**src/ttq_pkg.sv**
```systemverilog
// Shared constants, codes and types for the timed task queue core.
// Used by every module of the block. No dependencies.
`timescale 1ns / 1ps
package ttq_pkg;

   localparam int QUEUE_DEPTH  = 16;
   localparam int ID_BITS      = 8;
   localparam int IDX_BITS     = (QUEUE_DEPTH > 1) ? $clog2(QUEUE_DEPTH) : 1;
   localparam int CNT_BITS     = $clog2(QUEUE_DEPTH + 1);
   localparam int TIME_BITS    = 32;
   localparam int FUNC_BITS    = 2;
   localparam int TASK_ID_BITS = 8;
   localparam int VAL_BITS     = 16;
   localparam int OUT_ID_BITS  = 8;

   localparam logic [FUNC_BITS-1:0] FUNC_ADD    = 2'd0;
   localparam logic [FUNC_BITS-1:0] FUNC_REMOVE = 2'd1;
   localparam logic [FUNC_BITS-1:0] FUNC_TICK   = 2'd2;

   localparam logic KIND_DISPATCH = 1'b0;
   localparam logic KIND_REJECT   = 1'b1;

   typedef logic [IDX_BITS-1:0] idx_type;

   typedef struct packed {
      logic [ID_BITS-1:0]   id;
      logic [TIME_BITS-1:0] due;
      logic [VAL_BITS-1:0]  period;
      logic [VAL_BITS-1:0]  length;
   } entry_type;

   // table write / read controls from the sequencer
   typedef struct packed {
      logic      wr_en;
      logic      clr_en;
      idx_type   wr_addr;
      entry_type wr_data;
      idx_type   rd_addr;
   } store_ctrl_type;

   typedef struct packed {
      logic    clr;
      logic    live;
      idx_type idx;
   } scan_ctrl_type;

   typedef struct packed {
      logic                match;
      idx_type             match_idx;
      logic                free;
      idx_type             free_idx;
      logic [CNT_BITS-1:0] due_count;
      idx_type             best_idx;
      entry_type           best;
   } scan_res_type;

endpackage

```
**src/ttq_store.sv**
```systemverilog
// Task table: entry memory with a registered read port plus per-entry valid flops.
// Depends on ttq_pkg.
`timescale 1ns / 1ps
module ttq_store (
   input  logic                    clock,
   input  logic                    reset,
   input  ttq_pkg::store_ctrl_type ctrl,
   output ttq_pkg::entry_type      rd_entry,
   output logic                    rd_valid
);

   ttq_pkg::entry_type entry_mem [ttq_pkg::QUEUE_DEPTH];
   logic [ttq_pkg::QUEUE_DEPTH-1:0] valid_ff, valid_in;
   ttq_pkg::entry_type rd_entry_ff;
   logic               rd_valid_ff;

   always_comb begin
      valid_in = valid_ff;
      if (ctrl.wr_en) begin
         valid_in[ctrl.wr_addr] = 1'b1;
      end
      if (ctrl.clr_en) begin
         valid_in[ctrl.wr_addr] = 1'b0;
      end
   end

   always_ff @(posedge clock) begin
      if (reset) begin
         valid_ff <= '0;
      end else begin
         valid_ff <= valid_in;
      end
   end

   always_ff @(posedge clock) begin
      if (ctrl.wr_en) begin
         entry_mem[ctrl.wr_addr] <= ctrl.wr_data;
      end
      rd_entry_ff <= entry_mem[ctrl.rd_addr];
      rd_valid_ff <= valid_ff[ctrl.rd_addr];
   end

   assign rd_entry = rd_entry_ff;
   assign rd_valid = rd_valid_ff;

endmodule

```
**src/ttq_scan.sv**
```systemverilog
// Shared scan unit: one entry per cycle through a single age subtract and compare.
// Tracks id match, first free slot, due count and the earliest-due entry. Depends on ttq_pkg.
`timescale 1ns / 1ps
module ttq_scan (
   input  logic                            clock,
   input  logic                            reset,
   input  ttq_pkg::scan_ctrl_type          ctrl,
   input  ttq_pkg::entry_type              rd_entry,
   input  logic                            rd_valid,
   input  logic [ttq_pkg::ID_BITS-1:0]     op_id,
   input  logic [ttq_pkg::TIME_BITS-1:0]   now,
   output ttq_pkg::scan_res_type           res
);

   ttq_pkg::scan_res_type res_ff, res_in;
   logic                           found_ff, found_in;
   logic [ttq_pkg::TIME_BITS-1:0]  best_age_ff, best_age_in;
   logic [ttq_pkg::TIME_BITS-1:0]  age;
   logic                           is_due;
   logic                           is_better;

   always_comb begin
      // modular age; due when it lands in the lower half of the range
      age       = now - rd_entry.due;
      is_due    = rd_valid && !age[ttq_pkg::TIME_BITS-1];
      is_better = !found_ff || (age > best_age_ff) ||
                  ((age == best_age_ff) && (rd_entry.id < res_ff.best.id));
      res_in      = res_ff;
      found_in    = found_ff;
      best_age_in = best_age_ff;
      if (ctrl.clr) begin
         res_in.match     = 1'b0;
         res_in.free      = 1'b0;
         res_in.due_count = '0;
         found_in         = 1'b0;
      end else if (ctrl.live) begin
         if (rd_valid && (rd_entry.id == op_id) && !res_ff.match) begin
            res_in.match     = 1'b1;
            res_in.match_idx = ctrl.idx;
         end
         if (!rd_valid && !res_ff.free) begin
            res_in.free     = 1'b1;
            res_in.free_idx = ctrl.idx;
         end
         if (is_due) begin
            res_in.due_count = res_ff.due_count + ttq_pkg::CNT_BITS'(1);
            if (is_better) begin
               found_in        = 1'b1;
               best_age_in     = age;
               res_in.best_idx = ctrl.idx;
               res_in.best     = rd_entry;
            end
         end
      end
   end

   always_ff @(posedge clock) begin
      if (reset) begin
         res_ff   <= '0;
         found_ff <= 1'b0;
      end else begin
         res_ff   <= res_in;
         found_ff <= found_in;
      end
   end

   always_ff @(posedge clock) begin
      best_age_ff <= best_age_in;
   end

   assign res = res_ff;

endmodule

```
**src/timed_task_queue_core.sv**
```systemverilog
// Top level of the timed task queue: sequencer, time counter and result register.
// Instantiates ttq_store and ttq_scan; depends on ttq_pkg.
`timescale 1ns / 1ps
// One item is worked at a time; req_stall is high while it is in progress. Every add,
// remove or tick costs a scan of the whole table through the single registered read
// port of the entry memory, one entry per cycle; an add to a full table then emits a
// reject beat. A tick dispatches every due task, each dispatch after the first one
// picked by a fresh scan for the earliest-due entry; a dispatch waits while the
// result side stalls. Results sit in an output register, so a pending beat does not
// block the scan that picks the next one.
module timed_task_queue_core (
   input  logic                              clock,
   input  logic                              reset,
   input  logic                              req_valid,
   output logic                              req_stall,
   input  logic [ttq_pkg::FUNC_BITS-1:0]     req_func,
   input  logic [ttq_pkg::TASK_ID_BITS-1:0]  req_task_id,
   input  logic [ttq_pkg::VAL_BITS-1:0]      req_delay,
   input  logic [ttq_pkg::VAL_BITS-1:0]      req_period,
   input  logic [ttq_pkg::VAL_BITS-1:0]      req_run_length,
   output logic                              rsp_valid,
   input  logic                              rsp_stall,
   output logic                              rsp_kind,
   output logic [ttq_pkg::OUT_ID_BITS-1:0]   rsp_out_id,
   output logic [ttq_pkg::VAL_BITS-1:0]      rsp_out_length,
   output logic                              rsp_last
);

   typedef enum logic [3:0] {
      ST_IDLE   = 4'b0001,
      ST_SCAN   = 4'b0010,
      ST_DECIDE = 4'b0100,
      ST_EMIT   = 4'b1000
   } state_type;

   state_type                       state_ff, state_in;
   logic [ttq_pkg::CNT_BITS-1:0]    cnt_ff, cnt_in;
   logic                            live_ff, live_in;
   ttq_pkg::idx_type                idx_ff, idx_in;
   logic [ttq_pkg::TIME_BITS-1:0]   now_ff, now_in;
   logic                            reject_ff, reject_in;
   logic [ttq_pkg::FUNC_BITS-1:0]   op_func_ff, op_func_in;
   logic [ttq_pkg::ID_BITS-1:0]     op_id_ff, op_id_in;
   logic [ttq_pkg::VAL_BITS-1:0]    op_delay_ff, op_delay_in;
   logic [ttq_pkg::VAL_BITS-1:0]    op_period_ff, op_period_in;
   logic [ttq_pkg::VAL_BITS-1:0]    op_len_ff, op_len_in;
   logic                            rsp_valid_ff, rsp_valid_in;
   logic                            rsp_kind_ff, rsp_kind_in;
   logic [ttq_pkg::OUT_ID_BITS-1:0] rsp_id_ff, rsp_id_in;
   logic [ttq_pkg::VAL_BITS-1:0]    rsp_len_ff, rsp_len_in;
   logic                            rsp_last_ff, rsp_last_in;

   ttq_pkg::store_ctrl_type st_ctrl;
   ttq_pkg::scan_ctrl_type  sc_ctrl;
   ttq_pkg::scan_res_type   sc_res;
   ttq_pkg::entry_type      rd_entry;
   logic                    rd_valid;
   logic                    scan_clr;
   logic                    in_range;
   logic                    out_free;
   logic                    tick_last;

   always_comb begin
      in_range  = cnt_ff < ttq_pkg::CNT_BITS'(ttq_pkg::QUEUE_DEPTH);
      out_free  = !rsp_valid_ff || !rsp_stall;
      tick_last = sc_res.due_count == ttq_pkg::CNT_BITS'(1);

      state_in     = state_ff;
      cnt_in       = cnt_ff;
      now_in       = now_ff;
      reject_in    = reject_ff;
      op_func_in   = op_func_ff;
      op_id_in     = op_id_ff;
      op_delay_in  = op_delay_ff;
      op_period_in = op_period_ff;
      op_len_in    = op_len_ff;
      rsp_kind_in  = rsp_kind_ff;
      rsp_id_in    = rsp_id_ff;
      rsp_len_in   = rsp_len_ff;
      rsp_last_in  = rsp_last_ff;
      rsp_valid_in = rsp_valid_ff && rsp_stall;
      scan_clr     = 1'b0;

      st_ctrl         = '0;
      st_ctrl.rd_addr = in_range ? cnt_ff[ttq_pkg::IDX_BITS-1:0] : '0;
      live_in         = (state_ff == ST_SCAN) && in_range;
      idx_in          = st_ctrl.rd_addr;

      case (state_ff)
         ST_IDLE: begin
            if (req_valid) begin
               op_func_in   = req_func;
               op_id_in     = ttq_pkg::ID_BITS'(req_task_id);
               op_delay_in  = req_delay;
               op_period_in = req_period;
               op_len_in    = req_run_length;
               if (req_func == ttq_pkg::FUNC_TICK) begin
                  now_in = now_ff + ttq_pkg::TIME_BITS'(1);
               end
               // the unused func code is dropped here
               if (req_func == ttq_pkg::FUNC_ADD || req_func == ttq_pkg::FUNC_REMOVE ||
                   req_func == ttq_pkg::FUNC_TICK) begin
                  state_in = ST_SCAN;
                  cnt_in   = '0;
                  scan_clr = 1'b1;
               end
            end
         end
         ST_SCAN: begin
            if (in_range) begin
               cnt_in = cnt_ff + ttq_pkg::CNT_BITS'(1);
            end else begin
               state_in = ST_DECIDE;
            end
         end
         ST_DECIDE: begin
            state_in = ST_IDLE;
            case (op_func_ff)
               ttq_pkg::FUNC_ADD: begin
                  if (sc_res.match || sc_res.free) begin
                     st_ctrl.wr_en          = 1'b1;
                     st_ctrl.wr_addr        = sc_res.match ? sc_res.match_idx
                                                           : sc_res.free_idx;
                     st_ctrl.wr_data.id     = op_id_ff;
                     st_ctrl.wr_data.due    = now_ff + ttq_pkg::TIME_BITS'(op_delay_ff);
                     st_ctrl.wr_data.period = op_period_ff;
                     st_ctrl.wr_data.length = op_len_ff;
                  end else begin
                     reject_in = 1'b1;
                     state_in  = ST_EMIT;
                  end
               end
               ttq_pkg::FUNC_REMOVE: begin
                  if (sc_res.match) begin
                     st_ctrl.clr_en  = 1'b1;
                     st_ctrl.wr_addr = sc_res.match_idx;
                  end
               end
               ttq_pkg::FUNC_TICK: begin
                  if (sc_res.due_count != '0) begin
                     reject_in = 1'b0;
                     state_in  = ST_EMIT;
                  end
               end
               default: begin
                  state_in = ST_IDLE;
               end
            endcase
         end
         ST_EMIT: begin
            if (out_free) begin
               rsp_valid_in = 1'b1;
               if (reject_ff) begin
                  rsp_kind_in = ttq_pkg::KIND_REJECT;
                  rsp_id_in   = ttq_pkg::OUT_ID_BITS'(op_id_ff);
                  rsp_len_in  = '0;
                  rsp_last_in = 1'b1;
                  state_in    = ST_IDLE;
               end else begin
                  rsp_kind_in     = ttq_pkg::KIND_DISPATCH;
                  rsp_id_in       = ttq_pkg::OUT_ID_BITS'(sc_res.best.id);
                  rsp_len_in      = sc_res.best.length;
                  rsp_last_in     = tick_last;
                  st_ctrl.wr_addr = sc_res.best_idx;
                  // periodic tasks go back in; new due time is always in the future
                  if (sc_res.best.period != '0) begin
                     st_ctrl.wr_en       = 1'b1;
                     st_ctrl.wr_data     = sc_res.best;
                     st_ctrl.wr_data.due = now_ff +
                                           ttq_pkg::TIME_BITS'(sc_res.best.period);
                  end else begin
                     st_ctrl.clr_en = 1'b1;
                  end
                  if (tick_last) begin
                     state_in = ST_IDLE;
                  end else begin
                     state_in = ST_SCAN;
                     cnt_in   = '0;
                     scan_clr = 1'b1;
                  end
               end
            end
         end
         default: begin
            state_in = ST_IDLE;
         end
      endcase

      sc_ctrl.clr  = scan_clr;
      sc_ctrl.live = live_ff;
      sc_ctrl.idx  = idx_ff;
   end

   always_ff @(posedge clock) begin
      if (reset) begin
         state_ff     <= ST_IDLE;
         cnt_ff       <= '0;
         live_ff      <= 1'b0;
         now_ff       <= '0;
         reject_ff    <= 1'b0;
         rsp_valid_ff <= 1'b0;
      end else begin
         state_ff     <= state_in;
         cnt_ff       <= cnt_in;
         live_ff      <= live_in;
         now_ff       <= now_in;
         reject_ff    <= reject_in;
         rsp_valid_ff <= rsp_valid_in;
      end
   end

   always_ff @(posedge clock) begin
      idx_ff       <= idx_in;
      op_func_ff   <= op_func_in;
      op_id_ff     <= op_id_in;
      op_delay_ff  <= op_delay_in;
      op_period_ff <= op_period_in;
      op_len_ff    <= op_len_in;
      rsp_kind_ff  <= rsp_kind_in;
      rsp_id_ff    <= rsp_id_in;
      rsp_len_ff   <= rsp_len_in;
      rsp_last_ff  <= rsp_last_in;
   end

   ttq_store u_store (
      .clock    (clock),
      .reset    (reset),
      .ctrl     (st_ctrl),
      .rd_entry (rd_entry),
      .rd_valid (rd_valid)
   );

   ttq_scan u_scan (
      .clock    (clock),
      .reset    (reset),
      .ctrl     (sc_ctrl),
      .rd_entry (rd_entry),
      .rd_valid (rd_valid),
      .op_id    (op_id_ff),
      .now      (now_ff),
      .res      (sc_res)
   );

   assign req_stall      = state_ff != ST_IDLE;
   assign rsp_valid      = rsp_valid_ff;
   assign rsp_kind       = rsp_kind_ff;
   assign rsp_out_id     = rsp_id_ff;
   assign rsp_out_length = rsp_len_ff;
   assign rsp_last       = rsp_last_ff;

endmodule

```
**config.mk**
```make
export PLATFORM = sky130hd
export DESIGN_NAME = timed_task_queue_core
export DESIGN_NICKNAME = d
export VERILOG_FILES = /design/src/ttq_pkg.sv /design/src/ttq_store.sv /design/src/ttq_scan.sv /design/src/timed_task_queue_core.sv
export SDC_FILE = /design/constraint.sdc
export NUM_CORES = 2
export LEC_CHECK = 0
export BUFFER_PORTS_ARGS = -buffer_cell sky130_fd_sc_hd__buf_2
export CAP_MARGIN = 40
export CORE_UTILIZATION = 25
export CTS_BUF_LIST = sky130_fd_sc_hd__clkbuf_16
export CTS_CLUSTER_DIAMETER = 30
export CTS_CLUSTER_SIZE = 24
export DETAILED_ROUTE_END_ITERATION = 12
export PLACE_DENSITY = 0.41
export SYNTH_ARGS = -nofsm -noshare
export SYNTH_HDL_FRONTEND = slang
export SYNTH_SLANG_ARGS = --single-unit
```
**constraint.sdc**
```tcl
create_clock -name clock -period 5.1 [get_ports clock]
set_input_delay 0 -clock clock [delete_from_list [all_inputs] [get_ports clock]]
set_output_delay 0 -clock clock [all_outputs]
set_load 0.02 [all_outputs]
```
* After elaboration in Yosys (flattened, before gate mapping)
Memory sizes are Yosys's and may differ from the RTL's. A register that Yosys moved wholly into a read port is not among the register bits.
Index checks and enable logic that the tools add are counted.
** Word-level totals
- Bits in registers :: 241
- Bits in writable memories :: 1152
- Bits of input ports :: 62
- Output and inout port bits :: 28
- Word-level logic and storage cells :: 161
- Memories kept :: 1
** Cells by class
- $add $sub $neg :: 6
- Magnitude comparators :: 6
- Eq/ne operators :: 21
- Muxes and demuxes :: 53
- Bitwise gates (word level) :: 4
- Reduce and logical (&&, ||, !) cells :: 41
** Memories
- u_store.entry_mem :: words 16, width 72, rd ports 1, clocked after memory_dff 1, wr ports 1, line ttq_store.sv:12 : ttq_pkg::entry_type entry_mem [ttq_pkg::QUEUE_DEPTH];
** Operator list (count)
- 78-bit 2-to-1 mux :: 2
- 78-bit one-hot mux with 2 select lines :: 1
- 72-bit 2-to-1 mux :: 2
- 76-bit 2-to-1 mux :: 1
- 32-bit by 16-bit adder with 32-bit output :: 2
- 5-bit 2-to-1 mux :: 7
- 32-bit by 1-bit adder with 32-bit output (second input constant) :: 1
- 32-bit equality test :: 1
- 32-bit > comparator :: 1
- 16-bit 2-to-1 mux :: 2
- 4-bit 2-to-1 mux :: 8
- 32-bit subtractor :: 1
- 1-bit 2-to-1 mux :: 19
- 2-bit inequality test (second input constant) :: 9
- 16-bit bitwise AND :: 1
- 16-bit inverter :: 1
- 16-bit bitwise OR :: 1
- 4-bit one-hot mux with 2 select lines :: 2
- 4-bit one-hot mux with 4 select lines :: 1
- 16-bit nonzero test :: 1
- 5-bit one-hot mux with 3 select lines :: 1
- 3-bit AND reduction :: 4
- 4-bit AND reduction :: 3
- 5-bit by 1-bit adder with 5-bit output (second input constant) :: 2
- 29 further kinds :: 57

* Longest topological paths before layout
- Depth in word-level cells :: 13
- Mapped depth :: 22
- Gate-level depth less buffers :: 20

* By module
From an unflattened synthesis, not the netlist that was laid out.
** Unflattened totals
- Cells, all modules :: 3511
- Area, all modules :: 60563.1 um^2
** By module, submodules not included
- ttq_store :: times used 1, cells each 1921, area an instance 45240.9 um^2, seq. area each 36374.9 um^2
- ttq_scan :: times used 1, cells each 824, area an instance 7677.4 um^2, seq. area each 2802.7 um^2
- timed_task_queue_core :: times used 1, cells each 766, area an instance 7644.8 um^2, seq. area each 3483.3 um^2

* Worst setup path before layout
Ideal clock, no wire load.
- Path kind :: register to register
- Start point :: register state_ff[2]
- End point :: memory u_store.entry_mem[11][0] (netlist name) (enable)
- Setup time :: 0.504 ns
- Arrival time :: 5.114 ns
- Data required time :: 4.596 ns
- Setup slack :: -0.518 ns
- Cell stages (with the launch flop) :: 8
- Path buffers :: 1
- Period minus slack after synthesis :: 5.618 ns
- Path through :: dfxtp_1 -> clkbuf_1 -> or4b_1 -> nor3b_2 -> and2_1 -> nor2_1 -> or3_1 -> nor2_1
** On the way
- Cells in the longest elaborated chain, start to end :: 4
- Elaborated cells between the ends (all ways) :: 5
- Those cells by class :: eq/ne (2); mux (3)
** Ends and longest elaborated chain
- start, declared :: line timed_task_queue_core.sv:36 : state_type state_ff, state_in;
- start signal, assigned :: line timed_task_queue_core.sv:203 : state_ff <= state_in;
- 4-bit equality test / 4-bit by 3-bit equality test with 1-bit output (equally long branches) :: line timed_task_queue_core.sv:89 : case (state_ff)
- 78-bit one-hot mux with 2 select lines * :: line timed_task_queue_core.sv:89
- 1-bit 2-to-1 mux :: line ttq_store.sv:36 : if (ctrl.wr_en) begin
- 1-bit 2-to-1 mux (implied by the code) :: line ttq_store.sv:37 : entry_mem[ctrl.wr_addr] <= ctrl.wr_data;
- end, declared :: line ttq_store.sv:12
Every way passes the cells marked *; elsewhere a longest branch is shown, timed or not.

* Final worst setup path
- Start point :: register u_store.rd_entry[33] (netlist name)
- End point :: register u_scan.res_ff, in the netlist u_scan.res[26]
** On the way
- Cells in the longest elaborated chain, start to end :: 5
- Elaborated cells between the ends (all ways) :: 9
- Those cells by class :: add/sub (1); order compare (1); eq/ne (1); reduce/logical (6)
** Ends and longest elaborated chain
- 32-bit subtractor * :: line ttq_scan.sv:24 : age = now - rd_entry.due;
- net u_scan.age (one bit) :: line ttq_scan.sv:18 : logic [ttq_pkg::TIME_BITS-1:0] age;
- 32-bit > comparator / 32-bit equality test (equally long branches) :: line ttq_scan.sv:26, ttq_scan.sv:27
- 1-bit logical OR / 1-bit logical AND (equally long branches) :: line ttq_scan.sv:26, ttq_scan.sv:27
- 1-bit logical OR * :: line ttq_scan.sv:26 : is_better = !found_ff || (age > best_age_ff) ||
- 4-bit AND reduction (no source line) *
- end signal, assigned :: line ttq_scan.sv:62 : res_ff <= res_in;
- end, declared :: line ttq_scan.sv:15 : ttq_pkg::scan_res_type res_ff, res_in;
Mark *: on every way through the listed nets, which the timed path passes. The rest lies on a longest branch.
A chain may end at the register's enable or synchronous reset.

==> flow_summary.toml <==
[status]
run_status = "completed"

[final_layout]
fraction_of_layout_cells_with_a_size_suffix_above_1 = 0.232
design_area_sq_mm = 0.0809
layout.nets = 4926
syn_to_final_growth_pct = 32.7

[synthesis]
mappedNetlistNets = 4390
synth-async-reset-ratio = 0
synth_top_area_cell = "sky130_fd_sc_hd__edfxtp_1"
synth_cells = 4218
yosysUniqueCellTypes = 76
synth_edf_count = 1268
postSynth.topFlopCell = "sky130_fd_sc_hd__edfxtp_1"
post_synth_main_area_contributors = "sky130_fd_sc_hd__edfxtp_1 62%, sky130_fd_sc_hd__dfxtp_1 6.5%, sky130_fd_sc_hd__mux2_2 5.4%"
synth.top_cell.area_share = 0.625
ys_seq_area_frac = 0.690
synth.avg_cell_area_sq_um = 14.4
ys_warn_count = 0
synth.cell_area_sq_mm = 0.0609
synth-seq-cells = 1465

[worst_setup_path]
timing.critical_path.cells = "inv_1, ha_1, nor2b_4, o31a_1, o41ai_4, a21oi_2, o41ai_2, buf_4, nand2b_1, a2111oi_2, nor3_1, ha_1, and4_1, and3_1, nand4_1, a31oi_1, nor4b_1, a21oi_1, o21a_4, buf_4, clkbuf_16, mux2i_1"
cp_max_fo = 9
slowest_delay_ns = 0.37
crit_slowest_cell = "sky130_fd_sc_hd__dfxtp_1"
timing.critical_path.max_delay_family = "compound AO/OA/AOI/OAI gates"
timing.critical_path.from_type = "register"
cp_data_arrival_time_ns = 5.60
crit_buf_inv = 4
critical_path.endpoint_type = "register"
worstSetupPathType = "register to register"
worstPathRequired_ns = 5.95

[sta]
final_worst_path_cycle_share = 0.932
finalHoldViolations = 0
rel_slew_slack = 0.405
setup_slack_ns = 0.349
maxClockFrequency_mhz = 210
finalClockSkew_ns = 0.0844
report.final.setup_viol = 0
timing_max_transition_violations_final = 0
slew_at_the_pin_closest_to_its_max_slew_limit_ns = 0.893
min_period_ns = 4.75

[global_route]
grt_pass1_wl_um = 286000
grt_antenna_before_repair = 6
maximum_number_of_pins_on_one_net_before_global_route_repair = 110
grt_usage = 0.159
grt_pass1_vias = 40400
global_route.overflow_total = 0

[placement]
dpl.hpwl_um = 105000
buffer_ports.inserted = 89
place_congestion = 0.784
detailedPlace.worstSlack_ns = -0.0352
detailed_place.area_sq_mm = 0.0665

[die]
rows = 180
floorplan.die.height_um = 496
boundaryPins = 90
floorplan.die.width_um = 496
die_area_sq_mm = 0.246
floorplan.initialDensity = 0.252
coreArea_sq_mm = 0.241

[routing]
drt-pass1-iter-count = 5
remaining_drc_errors = 0
routed_wire_length_per_instance_um = 23.9
drt-initial-drc-count = 2543
route.antenna.remaining_nets = 0
vias_per_cell = 4.67
routed_wl_um = 197000
vias_after_detailed_routing = 38500

[power_and_ir_drop]
power_frac_seq = 0.335
share_clk_of_total_power = 0.608
max-vdd-ir-drop_mv = 0.245
cellInternalPower_mw = 31.0
report.power.total_mw = 39.6
power_frac_comb = 0.057
powerDensity_mw_per_mm2 = 490
power_leakage_nw = 25.7
switching_share = 0.217
power.net_switching_mw = 8.60

[clock_tree]
cts-htree-levels = 5
cts.clk_slew.worst_paths_ns = 0.05
cts_tree = "done"
cts-root-buf = "sky130_fd_sc_hd__clkbuf_16"
clkSinkCount = 1465
tritoncts.num_buffers = 394
cts-root-to-sink-buffers = 4
insertion_delay_ns = 0.95

[run]
max_cap_violations = 0

[hold_path]
class_of_the_most_critical_hold_timing_path = "input pin to register"
## layout make-up
type	instances	area (sq um)
fillers	23600	161000
flip-flops and latches	1465	42000
repair buffers	384	3580
clock inverters	306	2940
well taps	3185	3990
inverters	103	387
diodes	3	7.51
multi-input cells	2406	17800
clock buffers	405	10100
## synthesized netlist by cell type, drive strengths merged (17+ instances only)
| cell | number |
|---|---|
| a21o | 31 |
| nand2b | 103 |
| a221oi | 74 |
| edfxtp | 1268 |
| xor2 | 40 |
| a22oi | 73 |
| nor2 | 121 |
| dfxtp | 197 |
| nand3 | 30 |
| inv | 103 |
| ha | 107 |
| a21oi | 404 |
| o21ai | 314 |
| clkbuf | 201 |
| a22o | 35 |
| o21a | 29 |
| or3 | 19 |
| xnor2 | 47 |
| mux2i | 210 |
| a32o | 74 |
| nor3 | 17 |
| buf | 43 |
| mux2 | 292 |
| nor2b | 32 |
| nand2 | 171 |
## final timing paths
path	cells past startpoint	to	from	slack, ns
worst max-delay path	22	u_scan.res[26]	u_store.rd_entry[33]	0.35
worst min-delay path	3	rsp_out_id[1]	rsp_stall	0.23
worst max register to register	22	u_scan.res[26]	u_store.rd_entry[33]	0.35
worst min register to register	2	u_scan.res[24]	u_store.rd_entry[24]	0.43
## power groups by stage
stage               clock [mW]  sequential (mW)  combinational [mW]
CTS                       24.5             13.3                2.29
global route              25.1             13.3                2.46
detailed placement           0             13.5                2.21
floorplan                    0             13.4                1.47
global placement             0             13.5                2.21
finish                    24.1             13.3                2.24
## metal layers
| metal | part of all wire | up-vias | global-route usage |
|---|---|---|---|
| li1 | - | 17600 | - |
| met1 | 0.45 | 19700 | 0.207 |
| met2 | 0.49 | 906 | 0.269 |
| met3 | 0.039 | 318 | 0.0267 |
| met4 | 0.021 | 2 | 0.0476 |
| met5 | 0.000035 | - | 0 |
## worst min-delay path, stage by stage
cell and delay (ns):
sky130_fd_sc_hd__dlygate4sd3_1 0.52, sky130_fd_sc_hd__buf_2 0.18, sky130_fd_sc_hd__a21oi_4 0.23
## logic make-up (layout without fill, tap and decap cells)
| family | Yosys count | in the layout | share of synthesized area |
|---|---|---|---|
| xor gates and xnor gates | 87 | 87 | 0.0125 |
| muxes | 502 | 502 | 0.0884 |
| AOI/OAI and AO/OA | 1140 | 1140 | 0.117 |
| DFF | 1465 | 1465 | 0.690 |
| other | 0 | 3 | 0 |
| adders and majority gates | 110 | 110 | 0.0230 |
| and+or+nand+nor | 567 | 567 | 0.0463 |
| buffers and inverters | 347 | 1198 | 0.0229 |
## flip-flops by register name, indices dropped and copies added, names as in the netlist, 4 cells and up
name / count
u_store.entry_mem: 1152
u_store.rd_entry: 72
u_scan.res: 59
now_ff: 32
u_scan.best_age_ff: 32
op_delay_ff: 16
op_len_ff: 16
op_period_ff: 16
rsp_out_length: 16
u_store.valid_ff: 16
op_id_ff: 8
rsp_out_id: 8
cnt_ff: 5
idx_ff: 4
state_ff: 4
## layout by cell type, fill, tap and decap left out, drive strengths merged, types with 47 or more instances in the layout
| cell | count |
|---|---|
| edfxtp | 1268 |
| clkbuf | 406 |
| a21oi | 404 |
| o21ai | 314 |
| mux2 | 292 |
| buf | 261 |
| mux2i | 210 |
| dfxtp | 197 |
| inv | 175 |
| nand2 | 171 |
| clkinv | 158 |
| dlygate4sd3 | 122 |
| nor2 | 121 |
| ha | 107 |
| nand2b | 103 |
| a221oi | 74 |
| a32o | 74 |
| a22oi | 73 |
| bufinv | 57 |
| xnor2 | 47 |
## repair_timing
action	in CTS	in global routing
gates resized for setup	2	9
hold buffers	122	0
cloned	0	1
buffers inserted	0	4
pin swaps	0	3
endpoints found under the setup margin	64	76
hold endpoints to repair	198	0
## stage by stage
step | cells | hold WS (ns) | setup TNS (ns) | util
final | 8257 | 0.228 | 0 | 0.335
after global routing | 8254 | 0.186 | -0.0136 | 0.335
after CTS | 8249 | 0.151 | 0 | 0.335
after detailed placement | 7416 | 0.178 | -0.438 | 0.275
after global placement | 7395 | 0.178 | -0.327 | 0.274
after floorplan | 4218 | 0.0989 | -590.96 | -
(Power assumes the default switching activity.)
